==> config.mk <==
export PLATFORM = sky130hd
export DESIGN_NAME = stable_priority_queue_unit
export DESIGN_NICKNAME = d
export VERILOG_FILES = /design/src/hw/rtl/spq_pkg.sv /design/src/hw/rtl/spq_ctrl.sv /design/src/hw/rtl/spq_datapath.sv /design/src/hw/rtl/stable_priority_queue_unit.sv
export SDC_FILE = /design/constraint.sdc
export NUM_CORES = 2
export LEC_CHECK = 0
export BUFFER_PORTS_ARGS = -buffer_cell sky130_fd_sc_hd__buf_2
export CAP_MARGIN = 20
export CORE_MARGIN = 5
export CORE_UTILIZATION = 50
export DETAILED_ROUTE_END_ITERATION = 7
export HOLD_SLACK_MARGIN = 0.05
export MAX_ROUTING_LAYER = met4
export PLACE_DENSITY = 0.66
export SLEW_MARGIN = 20
export SYNTH_ARGS = -nofsm -noshare
export SYNTH_HDL_FRONTEND = slang
export SYNTH_SLANG_ARGS = --single-unit
export TNS_END_PERCENT = 1
==> constraint.sdc <==
create_clock -name clk -period 8.25 [get_ports clk]
set_input_delay 0.4125 -clock clk [delete_from_list [all_inputs] [get_ports clk]]
set_output_delay 0.4125 -clock clk [all_outputs]
set_load 0.05 [all_outputs]
==> src/hw/rtl/spq_pkg.sv <==
package spq_pkg;

  // Queue geometry
  localparam int CAPACITY = 16;
  localparam int CNT_W    = $clog2(CAPACITY + 1);

  // Field widths
  localparam int VALUE_W     = 32;
  localparam int PRIO_W      = 8;
  localparam int OCC_W       = 5;
  localparam int IN_TDATA_W  = 40;
  localparam int OUT_TDATA_W = 40;
  localparam int OUT_PAD_W   = OUT_TDATA_W - VALUE_W - OCC_W;

  // Command codes carried on in_tuser
  localparam logic CMD_INSERT = 1'b0;
  localparam logic CMD_REMOVE = 1'b1;

  // Result status codes carried on out_tuser
  typedef enum logic [1:0] {
    ST_INSERTED  = 2'd0,
    ST_REMOVED   = 2'd1,
    ST_UNDERFLOW = 2'd2,
    ST_OVERFLOW  = 2'd3
  } status_t;

  // Operation issued by the controller to the datapath
  typedef enum logic [2:0] {
    OP_NONE,
    OP_INSERT,
    OP_REMOVE,
    OP_UNDERFLOW,
    OP_OVERFLOW
  } op_t;

  // Controller states
  typedef enum logic {
    FSM_IDLE,
    FSM_OUT
  } fsm_t;

  typedef struct packed {
    op_t op;
  } dp_cmd_t;

  typedef struct packed {
    logic full;
    logic empty;
  } dp_stat_t;

endpackage

==> src/hw/rtl/spq_ctrl.sv <==
module spq_ctrl
  import spq_pkg::*;
(
  input  logic     clk,
  input  logic     rst_n,
  input  logic     in_tvalid,
  output logic     in_tready,
  input  logic     in_cmd,
  output logic     out_tvalid,
  input  logic     out_tready,
  input  dp_stat_t dp_stat,
  output dp_cmd_t  dp_cmd
);

  fsm_t state_r;
  fsm_t state_nxt;

  // State register
  always_ff @(posedge clk) begin
    if (!rst_n) begin
      state_r <= FSM_IDLE;
    end else begin
      state_r <= state_nxt;
    end
  end

  // Next state
  always_comb begin
    state_nxt = state_r;
    unique case (state_r)
      FSM_IDLE: begin
        if (in_tvalid) begin
          state_nxt = FSM_OUT;
        end
      end
      FSM_OUT: begin
        if (out_tready) begin
          state_nxt = FSM_IDLE;
        end
      end
      default: state_nxt = FSM_IDLE;
    endcase
  end

  // Outputs: handshakes and the operation for the datapath
  always_comb begin
    in_tready  = 1'b0;
    out_tvalid = 1'b0;
    dp_cmd.op  = OP_NONE;
    unique case (state_r)
      FSM_IDLE: begin
        in_tready = 1'b1;
        if (in_tvalid) begin
          if (in_cmd == CMD_INSERT) begin
            dp_cmd.op = dp_stat.full ? OP_OVERFLOW : OP_INSERT;
          end else begin
            dp_cmd.op = dp_stat.empty ? OP_UNDERFLOW : OP_REMOVE;
          end
        end
      end
      FSM_OUT: begin
        out_tvalid = 1'b1;
      end
      default: begin
        in_tready = 1'b0;
      end
    endcase
  end

endmodule

==> src/hw/rtl/spq_datapath.sv <==
module spq_datapath
  import spq_pkg::*;
(
  input  logic                   clk,
  input  logic                   rst_n,
  input  dp_cmd_t                dp_cmd,
  output dp_stat_t               dp_stat,
  input  logic [VALUE_W-1:0]     in_value,
  input  logic [PRIO_W-1:0]      in_priority,
  output logic [OUT_TDATA_W-1:0] out_tdata,
  output logic [1:0]             out_tuser
);

  logic [VALUE_W-1:0] slot_value_r   [CAPACITY];
  logic [VALUE_W-1:0] slot_value_nxt [CAPACITY];
  logic [PRIO_W-1:0]  slot_prio_r    [CAPACITY];
  logic [PRIO_W-1:0]  slot_prio_nxt  [CAPACITY];
  logic [CNT_W-1:0]   count_r;
  logic [CNT_W-1:0]   count_nxt;
  logic [VALUE_W-1:0] res_value_r;
  logic [VALUE_W-1:0] res_value_nxt;
  status_t            res_status_r;
  status_t            res_status_nxt;

  logic [CAPACITY-1:0] gt;
  logic [CAPACITY-1:0] prev_gt;
  logic [CAPACITY-1:0] ins_here;

  // Queue status for the controller
  assign dp_stat.full  = (count_r == CNT_W'(CAPACITY));
  assign dp_stat.empty = (count_r == '0);

  // Per-cell compare: a held entry with a larger priority number moves back
  always_comb begin
    for (int i = 0; i < CAPACITY; i++) begin
      gt[i] = (CNT_W'(i) < count_r) && (slot_prio_r[i] > in_priority);
    end
    prev_gt[0] = 1'b0;
    for (int i = 1; i < CAPACITY; i++) begin
      prev_gt[i] = gt[i-1];
    end
    for (int i = 0; i < CAPACITY; i++) begin
      ins_here[i] = !prev_gt[i] && (gt[i] || (CNT_W'(i) == count_r));
    end
  end

  // Cell update: shift back on insert, shift forward on remove
  always_comb begin
    for (int i = 0; i < CAPACITY; i++) begin
      slot_value_nxt[i] = slot_value_r[i];
      slot_prio_nxt[i]  = slot_prio_r[i];
      if (dp_cmd.op == OP_INSERT) begin
        if (prev_gt[i]) begin
          if (i > 0) begin
            slot_value_nxt[i] = slot_value_r[i-1];
            slot_prio_nxt[i]  = slot_prio_r[i-1];
          end
        end else if (ins_here[i]) begin
          slot_value_nxt[i] = in_value;
          slot_prio_nxt[i]  = in_priority;
        end
      end else if (dp_cmd.op == OP_REMOVE) begin
        if (i < CAPACITY - 1) begin
          slot_value_nxt[i] = slot_value_r[i+1];
          slot_prio_nxt[i]  = slot_prio_r[i+1];
        end
      end
    end
  end

  // Count and result
  always_comb begin
    count_nxt      = count_r;
    res_value_nxt  = res_value_r;
    res_status_nxt = res_status_r;
    case (dp_cmd.op)
      OP_INSERT: begin
        count_nxt      = count_r + CNT_W'(1);
        res_value_nxt  = '0;
        res_status_nxt = ST_INSERTED;
      end
      OP_REMOVE: begin
        count_nxt      = count_r - CNT_W'(1);
        res_value_nxt  = slot_value_r[0];
        res_status_nxt = ST_REMOVED;
      end
      OP_UNDERFLOW: begin
        res_value_nxt  = '0;
        res_status_nxt = ST_UNDERFLOW;
      end
      OP_OVERFLOW: begin
        res_value_nxt  = '0;
        res_status_nxt = ST_OVERFLOW;
      end
      default: begin
        res_value_nxt = res_value_r;
      end
    endcase
  end

  // Entry cells and result payload
  always_ff @(posedge clk) begin
    for (int i = 0; i < CAPACITY; i++) begin
      slot_value_r[i] <= slot_value_nxt[i];
      slot_prio_r[i]  <= slot_prio_nxt[i];
    end
    res_value_r  <= res_value_nxt;
    res_status_r <= res_status_nxt;
  end

  // Entry count
  always_ff @(posedge clk) begin
    if (!rst_n) begin
      count_r <= '0;
    end else begin
      count_r <= count_nxt;
    end
  end

  assign out_tdata = {{OUT_PAD_W{1'b0}}, OCC_W'(count_r), res_value_r};
  assign out_tuser = res_status_r;

endmodule

==> src/hw/rtl/stable_priority_queue_unit.sv <==
// Channel | tdata (low bit up)                          | tuser
// in_     | in_value[31:0], in_priority[39:32]          | cmd[0]
// out_    | out_value[31:0], occupancy[36:32], zero pad | status[1:0]
//
// In the accept cycle all entry cells are compared in parallel and updated,
// then the result register presents the beat.
// A new input beat is taken once the previous result beat has been taken.
// A stalled result holds in the output register until out_tready.
// Reset (rst_n low, synchronous) empties the queue; entry cells keep data.
module stable_priority_queue_unit
  import spq_pkg::*;
(
  input  logic                   clk,
  input  logic                   rst_n,
  input  logic                   in_tvalid,
  output logic                   in_tready,
  input  logic [IN_TDATA_W-1:0]  in_tdata,   // in_value[31:0], in_priority[39:32]
  input  logic [0:0]             in_tuser,   // cmd[0]
  output logic                   out_tvalid,
  input  logic                   out_tready,
  output logic [OUT_TDATA_W-1:0] out_tdata,  // out_value[31:0], occupancy[36:32], pad
  output logic [1:0]             out_tuser   // status[1:0]
);

  dp_cmd_t  dp_cmd;
  dp_stat_t dp_stat;

  spq_ctrl u_ctrl (
    .clk        (clk),
    .rst_n      (rst_n),
    .in_tvalid  (in_tvalid),
    .in_tready  (in_tready),
    .in_cmd     (in_tuser[0]),
    .out_tvalid (out_tvalid),
    .out_tready (out_tready),
    .dp_stat    (dp_stat),
    .dp_cmd     (dp_cmd)
  );

  spq_datapath u_datapath (
    .clk         (clk),
    .rst_n       (rst_n),
    .dp_cmd      (dp_cmd),
    .dp_stat     (dp_stat),
    .in_value    (in_tdata[VALUE_W-1:0]),
    .in_priority (in_tdata[VALUE_W+PRIO_W-1:VALUE_W]),
    .out_tdata   (out_tdata),
    .out_tuser   (out_tuser)
  );

endmodule

Word level (Yosys, flattened, before mapping)
Memories as Yosys holds them, arrays and structs flattened.
Index checks and enable logic that the tools add are counted.
W data, S select, Z words.
- $add $sub $neg: 2
- $lt $le $gt $ge: 32
- equality and inequality tests: 20
- mux-type cells: 137
- bitwise logic cells: 1
- reduce and logical (&&, ||, !) cells: 67
- operators by type and width (kind ; count):
    $mux W32 ; 62
    $mux W8 ; 62
    $gt A8 B8 Y1 ; 16
    $pmux W32 S2 ; 1
    $eq A4 B5 Y1 const A ; 8
    $lt A4 B5 Y1 const A ; 8
    $logic_and A1 B1 Y1 ; 31
    $eq A3 B5 Y1 const A ; 4
    $lt A3 B5 Y1 const A ; 4
    $logic_or A1 B1 Y1 ; 16
    $logic_not A1 Y1 ; 15
    $mux W3 ; 4
    $eq A2 B5 Y1 const A ; 2
    $lt A1 B5 Y1 const A ; 2
    $lt A2 B5 Y1 const A ; 2
    $pmux W5 S2 ; 1
    $pmux W2 S4 ; 1
    $eq A3 B2 Y1 const B ; 2
    $add A5 B1 Y5 const B ; 1
    $eq A1 B5 Y1 const A ; 1
    $eq A5 B5 Y1 const B ; 1
    $logic_not A5 Y1 ; 1
    $mux W1 ; 5
    $sub A5 B1 Y5 const B ; 1
    other kinds (7) ; 8
- register bits: 40
- RAM bits: 640
- input bits: 45
- memories kept: 2
- memory list (name ; depth ; bits a word ; read ports ; clocked after memory_dff ; wr ports ; line ; source):
    u_datapath.slot_value_r ; 16 ; 32 ; 16 ; 0 ; 16 ; spq_datapath.sv:14 ; logic [VALUE_W-1:0] slot_value_r [CAPACITY];
    u_datapath.slot_prio_r ; 16 ; 8 ; 16 ; 0 ; 16 ; spq_datapath.sv:16 ; logic [PRIO_W-1:0] slot_prio_r [CAPACITY];

Depth between registers and ports, before layout
- depth in word-level cells: 8
- mapped depth: 10

Hierarchy
A second synthesis with hierarchy kept.
- cell total of the unflattened synthesis: 3428
- area total of the unflattened synthesis: 37033.0 um^2
- modules (own cells, without submodules) (module ; instances ; cells an instance ; area an instance (um^2)):
    spq_datapath ; 1 ; 3418 ; 36944.2
    spq_ctrl ; 1 ; 10 ; 88.8

Worst setup path after synthesis
OpenSTA, ideal clock, no wires.
- kind: reg-to-reg
- start: register u_datapath.count_r[0] (netlist name)
- end: memory u_datapath.slot_prio_r[15][0], in the netlist u_datapath.slot_prio_r[1][56] (enable)
- setup time: 0.493 ns
- data arrival time: 5.076 ns
- path slack: 2.681 ns
- stages on the path, launching flop included: 9
- path buffers: 3
- clock period less this slack: 5.569 ns
- path through: dfxtp_1 > clkbuf_1 > inv_1 > ha_1 > nor3b_2 > a211o_1 > buf_2 > buf_2 > o21ai_0
- RTL lines (what ; line):
    to (decl) ; spq_datapath.sv:16

==> flow_summary.yaml <==
logic_synthesis:
  synth-warning-count: 0
  synth-seq-cells: 680
  synth-xor-area-share: 0.000918
  async_flop_share: 0
  yosysTopAreaCellShare: 0.530
  synth_ff_type: "edfxtp_1"
  synth_area_mm2: 0.0382
  synth-compound-area-share: 0.259
  yosys.area.top_type: "edfxtp_1"
  muxShareOfSynthArea: 0.0124
  synth.avg_cell_area_um2: 10.9
  ys_types: 59
  synth_top_family_by_area: "compound AO/OA/AOI/OAI gates"
  synth_area_leaders: "edfxtp_1 53%, o2111ai_1 11%, o211ai_1 9.5%"
  synth_edf_count: 674
  synth-simple-area-share: 0.100
  synthAdderAreaFrac: 0.0436
  ys_seq_area_frac: 0.533
  syn_inst: 3501
sta:
  tns_ns: 0
  slew_headroom: 0.195
  slew_viol_final: 0
  post-route-min-period_ns: 4.66
  max_freq_mhz: 214
  worst_slew_pin_slew_ns: 1.21
  period_share: 0.565
  hold_viol: 0
  grt_setup_unrepaired: "no"
  setup_viol: 0
  fin_worst_skew_ns: 0.0184
floorplan:
  die_area_mm2: 0.0820
  core_area_mm2: 0.0758
  ios: 89
  die_h_um: 286
  start_util: 0.503
  die-width_um: 286
  num_rows: 101
pwr:
  combPwrFrac: 0.199
  cellPowerDensity_mw_per_mm2: 236
  ir_worst_vdd_mv: 0.164
  leakage_nw: 13.7
  sw_frac_of_total: 0.321
  clkPwrFrac: 0.333
  p_switching_mw: 3.15
  pwr-share-seq: 0.468
  p_int_mw: 6.67
clock_tree:
  clkTransAtPathRegs_ns: 0.06
  cts_buffer_depth: 3
  cts-htree-levels: 3
  cts_buffers: 77
  ctsResizeCount: 0
  clock-sinks: 680
  clk-insertion-delay-late_ns: 0.63
  tritoncts: "yes"
  clockRootBuffer: "clkbuf_16"
critical_path:
  reg2reg_from: "u_datapath.count_r[1]$_SDFFE_PN0P_"
  critPathSlowestCell: "dfxtp_1"
  required_ns: 8.70
  crit_family: "buffers and inverters"
  worst_setup_path_end_kind: "flop"
  crit_chain: "inv_1 -> ha_1 -> nor3b_2 -> a211oi_4 -> buf_12 -> buf_4 -> nand2_1 -> o211ai_1"
  arrival_ns: 5.11
  crit_fanout: 135
  crit_buf_inv: 3
  crit_type: "reg -> reg"
  max_stage_delay_ns: 0.84
  startpoint_type: "flop"
  crit_start: "u_datapath.count_r[1]$_SDFFE_PN0P_"
min_path:
  hold_path_startpoint: "rst_n"
  hp-class: "in -> reg"
route:
  vias_per_cell: 7.30
  antenna_left: 0
  drt_wl_total_um: 126000
  drc: 0
  dr.pass1.iters: 7
  vias: 31900
  drtIter0Drc: 4297
  wl_per_cell_um: 28.9
run:
  maxCapViolCount: 0
outcome:
  outcome: "finished, final reports clean"
grt:
  grtUsageTotal: 0.303
  grt_max_degree: 214
  overflow: 0
  antenna_found_initial: 0
  grt_pass1_vias: 31100
  grt_pass1_wl_um: 191000
layout:
  n_antenna_cell: 0
  drive_gt1_frac: 0.111
  area_growth_syn_to_layout_pct: 8.80
  stdcell_area_mm2: 0.0415
  nNetsFinal: 3511
place:
  dp_hpwl_um: 79500
  dpl-instance-area_mm2: 0.0392
  port_buffers: 85
  gp_congestion: 0.945
placed cells by master (no fill, tap or decap), types with 9 or more instances in the layout:
master and n:
a211oi_1 11, a31oi_1 80, inv_1 30, o21bai_2 9, o211ai_1 483, buf_2 85
clkinv_1 24, nand4_1 26, and2_1 38, o21ai_0 112, ha_1 133, clkbuf_1 18
nand2_1 607, o221ai_1 14, clkbuf_16 78, mux2_2 41, nor2_1 98, edfxtp_1 674
nor2b_1 20, nand3_1 85, a41oi_4 9, buf_4 77, a21oi_1 34, o2111ai_1 479
sequential cells by signal, summed over array words and instances (netlist names):
signal and count:
u_datapath.out_tuser 2, u_datapath.res_value_r 32, u_ctrl.state_r 1, u_datapath.count_r 5, u_datapath.slot_value_r 512, u_datapath.slot_prio_r 128
logic make-up after synthesis:
group	count (synthesis)
AO/OA/AOI/OAI	1290
XOR/XNOR	4
adder cells (fa/ha/maj)	133
buffers and inverters	448
flip-flops	680
multiplexers	42
other	1
AND/OR/NAND/NOR	903
layout make-up:
class	instances	area [um2]
clock buffer	96	2020
inverter	30	113
multi-input combinational	2375	16400
clock inverter	41	290
tap	978	1220
fill	6467	34300
timing repair buffer	169	1130
sequential	680	20400
synth_stat cells, types with 3 or more instances:
cell type	number
nand2_1	607
o21a_1	13
o21bai_1	9
a31oi_1	85
clkbuf_1	257
a211oi_1	12
and2_1	38
nor2b_1	20
o21ai_1	3
buf_4	6
xnor2_1	3
nor2_1	101
o21ai_0	114
mux2_2	41
a21o_1	3
edfxtp_1	674
inv_1	30
o211ai_1	483
nand4_1	26
buf_6	8
and4_1	8
o221ai_1	14
and3_1	3
nand3_1	85
buf_2	143
ha_1	133
a41oi_1	9
buf_1	4
a21oi_1	48
dfxtp_1	6
o2111ai_1	479
timing repair:
action                    4_1_cts  5_1_grt
hold buffers                    2        0
hold endpoints to repair        1        0
buffers inserted                0        0
per-stage QoR:
step / utilization / instances / setup slack (ns) / hold slack, ns / power, mW
5_1_grt: 0.548 / 4369 / 3.39 / 0.109 / 10.2
3_3_place_gp: 0.517 / 4229 / 3.91 / 0.516 / 6.48
6_report: 0.548 / 4369 / 3.59 / 0.0854 / 9.82
4_1_cts: 0.547 / 4368 / 3.82 / 0.0688 / 9.79
2_1_floorplan: - / 3503 / 2.68 / 0.514 / 5.86
3_5_place_dp: 0.517 / 4229 / 3.84 / 0.530 / 6.55
power groups by stage:
| stage | registers [mW] | clock network [mW] | logic (mW) |
|---|---|---|---|
| detailed placement | 4.65 | 0 | 1.90 |
| floorplan | 4.64 | 0 | 1.22 |
| global route | 4.62 | 3.44 | 2.09 |
| global placement | 4.63 | 0 | 1.85 |
| finish | 4.60 | 3.27 | 1.95 |
| CTS | 4.58 | 3.30 | 1.91 |
worst reg2reg max path: cells and delay by family, from the launching register on:
kind            cells  cell delay (ns)
compound gates      2             0.74
fa+ha+maj           1             0.25
flops               1             0.84
buf+inv             3             1.65
simple gates        2             0.99
metal layers:
layer  wire length (um)  share of wire  track usage
met5                  0              0            -
met4               3340          0.026       0.0856
met3              14900           0.12       0.0730
met2              56000           0.44        0.453
met1              51900           0.41        0.418
final timing paths:
kind | endpoint | slack, ns | cells after the start
worst max register to register | u_datapath.slot_value_r[0][237]$_DFFE_PP_ | 3.59 | 8
worst min register to register | u_datapath.slot_value_r[1][218]$_DFFE_PP_ | 0.54 | 2
worst max-delay path | u_datapath.slot_value_r[0][237]$_DFFE_PP_ | 3.59 | 8
worst min-delay path | u_datapath.count_r[3]$_SDFFE_PN0P_ | 0.09 | 2
Power figures use the tool's default switching activity.
